===== config.mk =====
export PLATFORM = sky130hd
export DESIGN_NAME = stepper_move_with_endstop_backoff
export DESIGN_NICKNAME = d
export VERILOG_FILES = /design/src/sv/smeb_pkg.sv /design/src/sv/smeb_regs.sv /design/src/sv/smeb_ctrl.sv /design/src/sv/smeb_dp.sv /design/src/sv/stepper_move_with_endstop_backoff.sv
export SDC_FILE = /design/constraint.sdc
export NUM_CORES = 1
export LEC_CHECK = 0
export BUFFER_PORTS_ARGS = -buffer_cell sky130_fd_sc_hd__buf_2
export CAP_MARGIN = 20
export CORE_MARGIN = 2
export CORE_UTILIZATION = 45
export CTS_CLUSTER_DIAMETER = 50
export DETAILED_ROUTE_END_ITERATION = 16
export PLACE_DENSITY = 0.74
export SLEW_MARGIN = 15
export SYNTH_ARGS = -nofsm -noshare
export SYNTH_HDL_FRONTEND = slang
export SYNTH_SLANG_ARGS = --single-unit

===== constraint.sdc =====
create_clock -name clk -period 5.73 [get_ports clk]
set_input_delay 1.146 -clock clk [delete_from_list [all_inputs] [get_ports clk]]
set_output_delay 1.146 -clock clk [all_outputs]
set_load 0.01 [all_outputs]

===== src/sv/smeb_pkg.sv =====
// ----------------------------------------------------------------------------
// smeb_pkg
// Shared types and constants for the stepper move controller with endstop
// back-off: operation codes, register map, field widths and the
// command/status bundles between controller and datapath.
// ----------------------------------------------------------------------------
package smeb_pkg;

  // Operation codes carried in s_tuser
  localparam logic OP_START = 1'b0;
  localparam logic OP_TICK  = 1'b1;

  // Register indexes, byte address = 4 * index
  localparam logic [1:0] REG_STEP_ANGLE    = 2'd0;
  localparam logic [1:0] REG_BACKOFF_STEPS = 2'd1;
  localparam logic [1:0] REG_HALF_PERIOD   = 2'd2;
  localparam logic [1:0] REG_DIR_INVERT    = 2'd3;

  // Register reset values
  localparam logic [15:0] RST_STEP_ANGLE    = 16'd461;
  localparam logic [15:0] RST_BACKOFF_STEPS = 16'd16;
  localparam logic [15:0] RST_HALF_PERIOD   = 16'd1;
  localparam logic        RST_DIR_INVERT    = 1'b0;

  // Field and bus widths
  localparam int ANGLE_W   = 20;
  localparam int CFG_W     = 16;
  localparam int S_TDATA_W = 24;
  localparam int M_TDATA_W = 8;
  localparam int PADDR_W   = 4;
  localparam int PDATA_W   = 32;

  // Bit positions in the packed buses
  localparam int S_ENDSTOP_BIT = 20;
  localparam int M_STEP_BIT    = 0;
  localparam int M_DIR_BIT     = 1;
  localparam int M_BUSY_BIT    = 2;
  localparam int M_HIT_BIT     = 3;

  // Configuration values seen by the datapath
  typedef struct packed {
    logic [CFG_W-1:0] step_angle;
    logic [CFG_W-1:0] backoff_steps;
    logic [CFG_W-1:0] half_period;
    logic             direction_invert;
  } cfg_t;

  // Commands from controller to datapath
  typedef struct packed {
    logic tick;      // apply one tick and write a result
    logic report;    // start while busy: write unchanged levels
    logic div_load;  // load the step count divider
    logic div_step;  // one quotient bit
    logic commit;    // load the move from the quotient and write a result
  } cmd_t;

  // Status from datapath to controller
  typedef struct packed {
    logic busy;      // a move is in progress
    logic div_last;  // divider is on its final bit
    logic out_free;  // output register can take a result this cycle
  } sts_t;

endpackage


===== src/sv/smeb_regs.sv =====
// ----------------------------------------------------------------------------
// smeb_regs
// APB register file holding step angle, back-off count, half period and the
// direction invert bit.
// ----------------------------------------------------------------------------
module smeb_regs (
  input  logic                           clk,
  input  logic                           rst,
  input  logic                           psel,
  input  logic                           penable,
  input  logic                           pwrite,
  input  logic [smeb_pkg::PADDR_W-1:0]   paddr,
  input  logic [smeb_pkg::PDATA_W-1:0]   pwdata,
  output logic [smeb_pkg::PDATA_W-1:0]   prdata,
  output logic                           pready,
  output smeb_pkg::cfg_t                 cfg
);
  import smeb_pkg::*;

  logic          wr_en;
  logic [1:0]    reg_idx;

  assign pready  = 1'b1;
  assign wr_en   = psel && penable && pwrite && pready;
  assign reg_idx = paddr[3:2];

  // Write the addressed register
  always_ff @(posedge clk) begin
    if (rst) begin
      cfg.step_angle       <= RST_STEP_ANGLE;
      cfg.backoff_steps    <= RST_BACKOFF_STEPS;
      cfg.half_period      <= RST_HALF_PERIOD;
      cfg.direction_invert <= RST_DIR_INVERT;
    end else if (wr_en) begin
      unique case (reg_idx)
        REG_STEP_ANGLE:    cfg.step_angle       <= pwdata[CFG_W-1:0];
        REG_BACKOFF_STEPS: cfg.backoff_steps    <= pwdata[CFG_W-1:0];
        REG_HALF_PERIOD:   cfg.half_period      <= pwdata[CFG_W-1:0];
        REG_DIR_INVERT:    cfg.direction_invert <= pwdata[0];
        default: ;
      endcase
    end
  end

  // Read back the addressed register
  always_comb begin
    unique case (reg_idx)
      REG_STEP_ANGLE:    prdata = PDATA_W'(cfg.step_angle);
      REG_BACKOFF_STEPS: prdata = PDATA_W'(cfg.backoff_steps);
      REG_HALF_PERIOD:   prdata = PDATA_W'(cfg.half_period);
      REG_DIR_INVERT:    prdata = PDATA_W'(cfg.direction_invert);
      default:           prdata = '0;
    endcase
  end

endmodule


===== src/sv/smeb_ctrl.sv =====
// ----------------------------------------------------------------------------
// smeb_ctrl
// Sequencer: accepts one item at a time, runs the step count division for
// a start command and tells the datapath when to update and report.
// ----------------------------------------------------------------------------
module smeb_ctrl (
  input  logic           clk,
  input  logic           rst,
  input  logic           s_tvalid,
  output logic           s_tready,
  input  logic           op,
  input  smeb_pkg::sts_t sts,
  output smeb_pkg::cmd_t cmd
);
  import smeb_pkg::*;

  typedef enum logic [1:0] {
    S_IDLE,
    S_DIV,
    S_COMMIT
  } state_t;

  state_t state;
  state_t state_next;
  logic   accept;

  assign s_tready = (state == S_IDLE) && sts.out_free;
  assign accept   = s_tvalid && s_tready;

  // Decode commands and next state
  always_comb begin
    cmd        = '0;
    state_next = state;
    unique case (state)
      S_IDLE: begin
        if (accept) begin
          if (op == OP_TICK) begin
            cmd.tick = 1'b1;
          end else if (sts.busy) begin
            cmd.report = 1'b1;
          end else begin
            cmd.div_load = 1'b1;
            state_next   = S_DIV;
          end
        end
      end
      S_DIV: begin
        cmd.div_step = 1'b1;
        if (sts.div_last) state_next = S_COMMIT;
      end
      S_COMMIT: begin
        cmd.commit = 1'b1;
        state_next = S_IDLE;
      end
      default: state_next = S_IDLE;
    endcase
  end

  // Hold state
  always_ff @(posedge clk) begin
    if (rst) begin
      state <= S_IDLE;
    end else begin
      state <= state_next;
    end
  end

  // Division always runs into a commit
  a_div_commit: assert property (@(posedge clk) disable iff (rst)
    state == S_DIV && sts.div_last |=> state == S_COMMIT)
    else $error("divider end not followed by commit");

  // A start on an idle axis always enters the divider
  a_start_div: assert property (@(posedge clk) disable iff (rst)
    accept && op == OP_START && !sts.busy |=> state == S_DIV)
    else $error("start on idle axis did not divide");

  // No command while an item is in division
  a_div_quiet: assert property (@(posedge clk) disable iff (rst)
    state == S_DIV |-> !cmd.tick && !cmd.report && !cmd.commit)
    else $error("stray command during division");

endmodule


===== src/sv/smeb_dp.sv =====
// ----------------------------------------------------------------------------
// smeb_dp
// Datapath: restoring divider for the step count, motion state (step phase,
// tick counter, remaining steps, back-off) and the output register.
// ----------------------------------------------------------------------------
module smeb_dp #(
  parameter int ANGLE_BITS = 20
) (
  input  logic                            clk,
  input  logic                            rst,
  input  smeb_pkg::cmd_t                  cmd,
  output smeb_pkg::sts_t                  sts,
  input  smeb_pkg::cfg_t                  cfg,
  input  logic [smeb_pkg::ANGLE_W-1:0]    angle,
  input  logic                            endstop,
  output logic                            m_tvalid,
  input  logic                            m_tready,
  output logic [smeb_pkg::M_TDATA_W-1:0]  m_tdata,
  output logic                            m_tlast
);
  import smeb_pkg::*;

  localparam int          CNT_W   = $clog2(ANGLE_BITS + 1);
  localparam logic [32:0] CNT_MAX = (33'd1 << ANGLE_BITS) - 33'd1;

  // Motion state
  logic                  busy_flag,   busy_flag_next;
  logic                  backing_off, backing_off_next;
  logic                  direction,   direction_next;
  logic [ANGLE_BITS-1:0] steps_left,  steps_left_next;
  logic [CFG_W-1:0]      tick_count,  tick_count_next;
  logic                  pulse_high,  pulse_high_next;

  // Divider
  logic [ANGLE_BITS-1:0] dvd;
  logic [CFG_W-1:0]      rem;
  logic [CFG_W-1:0]      dsr;
  logic [CNT_W-1:0]      div_cnt;
  logic [CFG_W:0]        trial;
  logic [CFG_W:0]        diff;
  logic                  ge;

  // Result
  logic                  out_wr;
  logic                  done_next;
  logic                  hit_next;
  logic                  complete;
  logic                  out_step, out_dir, out_busy, out_done, out_hit;

  logic [CFG_W-1:0]      phase_m1;
  logic [32:0]           bo_wide;
  logic [ANGLE_BITS-1:0] bo_sat;

  assign sts.busy     = busy_flag;
  assign sts.div_last = (div_cnt == CNT_W'(1));
  assign sts.out_free = !m_tvalid || m_tready;

  // One restoring divide step
  assign trial = {rem, dvd[ANGLE_BITS-1]};
  assign diff  = trial - {1'b0, dsr};
  assign ge    = (trial >= {1'b0, dsr});

  always_ff @(posedge clk) begin
    if (rst) begin
      div_cnt <= '0;
    end else if (cmd.div_load) begin
      dvd     <= ANGLE_BITS'(angle);
      rem     <= '0;
      dsr     <= (cfg.step_angle == '0) ? CFG_W'(1) : cfg.step_angle;
      div_cnt <= CNT_W'(ANGLE_BITS);
    end else if (cmd.div_step) begin
      dvd     <= {dvd[ANGLE_BITS-2:0], ge};
      rem     <= ge ? diff[CFG_W-1:0] : trial[CFG_W-1:0];
      div_cnt <= div_cnt - CNT_W'(1);
    end
  end

  // Phase length and saturated back-off count
  assign phase_m1 = (cfg.half_period == '0) ? '0 : cfg.half_period - CFG_W'(1);
  assign bo_wide  = 33'(cfg.backoff_steps);
  assign bo_sat   = (bo_wide > CNT_MAX) ? '1 : ANGLE_BITS'(cfg.backoff_steps);

  // Next motion state for tick, report and commit
  always_comb begin
    busy_flag_next   = busy_flag;
    backing_off_next = backing_off;
    direction_next   = direction;
    steps_left_next  = steps_left;
    tick_count_next  = tick_count;
    pulse_high_next  = pulse_high;
    done_next        = 1'b0;
    hit_next         = 1'b0;
    out_wr           = 1'b0;
    complete         = 1'b0;
    if (cmd.tick) begin
      out_wr = 1'b1;
      if (busy_flag) begin
        if (!pulse_high && tick_count == '0) begin
          // start of a step: sample the endstop
          if (!backing_off && endstop) begin
            backing_off_next = 1'b1;
            direction_next   = ~direction;
            steps_left_next  = bo_sat;
            if (bo_sat == '0) begin
              busy_flag_next   = 1'b0;
              done_next        = 1'b1;
              hit_next         = 1'b1;
              backing_off_next = 1'b0;
            end else begin
              pulse_high_next = 1'b1;
              tick_count_next = phase_m1;
            end
          end else begin
            pulse_high_next = 1'b1;
            tick_count_next = phase_m1;
          end
        end else if (pulse_high) begin
          if (tick_count != '0) begin
            tick_count_next = tick_count - CFG_W'(1);
          end else begin
            pulse_high_next = 1'b0;
            tick_count_next = phase_m1;
            complete        = (phase_m1 == '0);
          end
        end else begin
          tick_count_next = tick_count - CFG_W'(1);
          complete        = (tick_count == CFG_W'(1));
        end
        // close the step and end the move on the last one
        if (complete) begin
          steps_left_next = steps_left - ANGLE_BITS'(1);
          if (steps_left == ANGLE_BITS'(1)) begin
            busy_flag_next   = 1'b0;
            done_next        = 1'b1;
            hit_next         = backing_off;
            backing_off_next = 1'b0;
          end
        end
      end
    end else if (cmd.report) begin
      out_wr = 1'b1;
    end else if (cmd.commit) begin
      out_wr           = 1'b1;
      pulse_high_next  = 1'b0;
      tick_count_next  = '0;
      backing_off_next = 1'b0;
      if (dvd == '0) begin
        done_next = 1'b1;
      end else begin
        steps_left_next = dvd;
        busy_flag_next  = 1'b1;
      end
    end
  end

  // Hold motion state
  always_ff @(posedge clk) begin
    if (rst) begin
      busy_flag   <= 1'b0;
      backing_off <= 1'b0;
      direction   <= 1'b0;
      steps_left  <= '0;
      tick_count  <= '0;
      pulse_high  <= 1'b0;
    end else begin
      busy_flag   <= busy_flag_next;
      backing_off <= backing_off_next;
      direction   <= direction_next;
      steps_left  <= steps_left_next;
      tick_count  <= tick_count_next;
      pulse_high  <= pulse_high_next;
    end
  end

  // Output register: load a result, drop it once taken
  always_ff @(posedge clk) begin
    if (rst) begin
      m_tvalid <= 1'b0;
    end else if (out_wr) begin
      m_tvalid <= 1'b1;
    end else if (m_tready) begin
      m_tvalid <= 1'b0;
    end
  end

  always_ff @(posedge clk) begin
    if (out_wr) begin
      out_step <= pulse_high_next;
      out_dir  <= direction_next ^ cfg.direction_invert;
      out_busy <= busy_flag_next;
      out_done <= done_next;
      out_hit  <= hit_next;
    end
  end

  always_comb begin
    m_tdata             = '0;
    m_tdata[M_STEP_BIT] = out_step;
    m_tdata[M_DIR_BIT]  = out_dir;
    m_tdata[M_BUSY_BIT] = out_busy;
    m_tdata[M_HIT_BIT]  = out_hit;
  end
  assign m_tlast = out_done;

  // A commit never finds an unread result
  a_commit_free: assert property (@(posedge clk) disable iff (rst)
    cmd.commit |-> !m_tvalid)
    else $error("commit over a pending result");

  // Endstop hit only reported with done, and done only on an idle axis
  a_hit_done: assert property (@(posedge clk) disable iff (rst)
    m_tvalid && out_hit |-> out_done && !out_busy)
    else $error("endstop hit without completed move");

  // No pulse and no back-off outside a move
  a_idle_quiet: assert property (@(posedge clk) disable iff (rst)
    !busy_flag |-> !pulse_high && !backing_off)
    else $error("pulse or back-off while idle");

endmodule


===== src/sv/stepper_move_with_endstop_backoff.sv =====
// ----------------------------------------------------------------------------
// stepper_move_with_endstop_backoff
// Single-axis step/direction generator with endstop back-off, stream input
// and output, APB configuration.
// ----------------------------------------------------------------------------
// Results: a tick or a start on a busy axis gives its result in the cycle after
//   acceptance; a start on an idle axis first runs the restoring divider, which
//   produces one quotient bit a cycle, and then commits the move.
// Throughput: one item in flight; next item taken as the result leaves.
// Reset: synchronous, clears motion state and loads register reset values.
module stepper_move_with_endstop_backoff #(
  parameter int ANGLE_BITS = 20
) (
  input  logic                           clk,
  input  logic                           rst,
  // s_tdata: angle [19:0], endstop [20], zero [23:21]
  input  logic [smeb_pkg::S_TDATA_W-1:0] s_tdata,
  // s_tuser: operation [0]
  input  logic                           s_tuser,
  input  logic                           s_tvalid,
  output logic                           s_tready,
  // m_tdata: step_pin [0], dir_pin [1], busy_res [2], endstop_hit [3], zero [7:4]
  output logic [smeb_pkg::M_TDATA_W-1:0] m_tdata,
  // m_tlast: done_res
  output logic                           m_tlast,
  output logic                           m_tvalid,
  input  logic                           m_tready,
  input  logic                           psel,
  input  logic                           penable,
  input  logic                           pwrite,
  input  logic [smeb_pkg::PADDR_W-1:0]   paddr,
  input  logic [smeb_pkg::PDATA_W-1:0]   pwdata,
  output logic [smeb_pkg::PDATA_W-1:0]   prdata,
  output logic                           pready
);
  import smeb_pkg::*;

  cfg_t cfg;
  cmd_t cmd;
  sts_t sts;

  smeb_regs u_regs (
    .clk     (clk),
    .rst     (rst),
    .psel    (psel),
    .penable (penable),
    .pwrite  (pwrite),
    .paddr   (paddr),
    .pwdata  (pwdata),
    .prdata  (prdata),
    .pready  (pready),
    .cfg     (cfg)
  );

  smeb_ctrl u_ctrl (
    .clk      (clk),
    .rst      (rst),
    .s_tvalid (s_tvalid),
    .s_tready (s_tready),
    .op       (s_tuser),
    .sts      (sts),
    .cmd      (cmd)
  );

  smeb_dp #(
    .ANGLE_BITS (ANGLE_BITS)
  ) u_dp (
    .clk      (clk),
    .rst      (rst),
    .cmd      (cmd),
    .sts      (sts),
    .cfg      (cfg),
    .angle    (s_tdata[ANGLE_W-1:0]),
    .endstop  (s_tdata[S_ENDSTOP_BIT]),
    .m_tvalid (m_tvalid),
    .m_tready (m_tready),
    .m_tdata  (m_tdata),
    .m_tlast  (m_tlast)
  );

endmodule


==> summary.md <==
| Metric | Value |
|---|---|
| Post-layout min period | 4140 ps |
| Initial Util | 45.9% |
| IO Pins | 112 |
| Final Wtd Congestion | 0.930 |
| Ant. Diodes | 0 |
| Filler cells | 1940 |
| Mapped Avg Cell Area | 8.10 sq um |
| Initial antenna violation count | 1 |
| Cts bufs inserted | 17 |
| Hold WC Path Type | reg -> reg |
| DR vias | 8369 |
| Fin Setup TNS | 0 ps |
| CTS Sinks | 154 |
| Vias per cell | 5.80 |
| Post-synth top cells | 229 x nand2_1, 97 x dfxtp_1, 94 x a21oi_1, 77 x nor2_1, 66 x clkbuf_1 |
| Post-synth cell types | 77 |
| Final setup violation count | 0 |
| PwrDens | 255 nW/um^2 |
| Largest cells by area after synthesis | dfxtp_1 21%, edfxtp_1 18%, nand2_1 9.3% |
| Crit start category | register |
| Most frequent cell after synthesis | nand2_1 |
| Die W | 148 um |
| Post-synthesis async set-or-reset flop share | 0% |
| Final hold violation count | 0 |
| Setup Buffers After CTS | 0 |
| First-pass GRT wire length | 39300 um |
| RSZ-0062 raised after global routing | false |
| Status | finished, final reports clean |
| CP Capture Type | register |
| Clock slew at reported path FFs | 60 ps |
| Initial DRC count | 747 |
| Final Max Tran Viols | 0 |
| HPWL after DPL | 17800 um |
| WL/cell | 17.2 um |
| Pin count of the biggest net entering global routing | 50 |
| Critical Path RT | 6050 ps |
| Detail Route Antenna Nets | 0 |
| Hold_buf cts | 0 |
| # port buffers | 69 |
| Worst vdd ir | 175 uV |
| CTS tree | built |
| Core Area | 20200 sq um |
| Slew margin rel. | 29.0% |
| Worst-skew pair later-pin latency | 430 ps |
| Row count | 52 |
| Tightest Pin Transition | 1070 ps |
| Core Util, Final | 50.3% |
| Synth top area share | 20.9% |
| Mapped Area | 9280 sq um |
| Total wire length | 24800 um |
| Vias in the first global route | 7427 |
| Seq/Total Area, Yosys | 39.4% |
| WS Path Type | reg -> reg |
| Max Clock Freq | 241 MHz |
| Leakage | 3.91 nW |
| Die Span Y | 148 um |
| DIE AREA | 21800 sq um |
| Max Root-Sink Buffers | 2 |
| Yosys top cell by area | dfxtp_1 |
| YS warnings | 0 |
| DRT Pass-1 Iters | 5 |
| Area growth from synthesis to layout | 9.72% |
| Layout cells sized above 1 | 11.3% |
| #FFs+latches synth | 154 |
| Post-CTS resize count | 0 |
| Synth Instances | 1146 |
| Max-Cap Viols | 0 |
| Post-synth EDFFs | 57 |
| Worst Path Arrival | 4460 ps |
| Primary FF master, synth | dfxtp_1 |
| Htree depth | 4 |
| Hold Slack | 481 ps |
| DRC Markers | 0 |
| Overall Global Routing Usage | 22.5% |
| Final net count | 1253 |
| Skew final | 6.65 ps |
| Grt total ovfl | 0 |
| CTS root buffer | clkbuf_16 |
| Period utilisation layout | 72.3% |
| CP Max Fanout | 35 |
## sequential cells by signal, indices dropped and copies added, names as in the netlist, 2 cells and up
name             cells
u_regs.cfg          49
u_dp.dvd            20
u_dp.steps_left     20
u_dp.dsr            16
u_dp.rem            16
u_dp.tick_count     16
u_dp.div_cnt         5
u_ctrl.state         2
## critical path, cell delays in order, from the launching register on
cell	delay [ps]
dfxtp_1	390
inv_1	110
ha_1	330
or4b_2	610
nor4_1	200
mux2_2	420
nor3_1	400
o2111ai_4	310
a31oi_4	780
o21ai_0	220
a32o_1	250
## per-layer routing
layer / track usage (%) / part of all wire [%] / routed length, um / up-vias
li1: - / - / - / 4046
met1: 31.6 / 46 / 11400 / 3974
met2: 35.3 / 45 / 11200 / 309
met3: 3.89 / 6.5 / 1620 / 38
met4: 7.31 / 2.2 / 543 / 2
met5: 0 / 0.052 / 13 / -
## layout by cell type, fill, tap and decap left out, types with 37 or more instances in the layout
master	n
nor2_1	77
inv_1	39
nand3_1	37
dfxtp_1	97
edfxtp_1	57
a21oi_1	93
nand2_1	229
buf_2	69
nor3_1	39
o21ai_0	59
## power breakdown
| group | internal (W) | total [W] | switching (W) |
|---|---|---|---|
| clock | 0.000640 | 0.00109 | 0.000453 |
| sequential | 0.00118 | 0.00121 | 0.0000286 |
| combinational | 0.000114 | 0.000301 | 0.000187 |
| total | 0.00193 | 0.00260 | 0.000669 |
## path summary, 6_finish.rpt
check                          start             endpoint  slack (ps)  cells after the start
setup / recovery       u_regs.cfg[1]  u_dp.steps_left[17]        1590                     10
hold / removal    u_dp.tick_count[7]   u_dp.tick_count[7]         480                      2
setup reg to reg       u_regs.cfg[1]  u_dp.steps_left[17]        1590                     10
hold reg to reg   u_dp.tick_count[7]   u_dp.tick_count[7]         480                      2
## area by class of cell
cell class	count	area [sq um]	share of cell area, %
multi-input cells	867	5050	49.6
repair buffers	80	428	4.20
clock inverters	11	124	1.22
clock buffers	21	440	4.32
flip-flops and latches	154	3650	35.9
well taps	270	338	3.32
inverters	40	150	1.47
## cells by family after synthesis
| family | share of synthesized area [%] |
|---|---|
| xor gates and xnor gates | 3.58 |
| buffers and inverters | 7.17 |
| AOI/OAI and AO/OA | 17.6 |
| muxes | 3.50 |
| and+or+nand+nor | 25.2 |
| other | 0.0809 |
| adders and majority gates | 3.56 |
| DFF | 39.4 |
## per-stage QoR
step | instance area, sq um | power [W] | std cells | setup slack (ps)
5_1_grt | 10200 | 0.00269 | 1443 | 1360
3_5_place_dp | 9600 | 0.00153 | 1408 | 1220
2_1_floorplan | 9360 | 0.00145 | 1165 | 1430
3_3_place_gp | 9600 | 0.00152 | 1408 | 1280
6_report | 10200 | 0.00260 | 1443 | 1590
4_1_cts | 10200 | 0.00261 | 1440 | 1630
(Power assumes the default switching activity.)
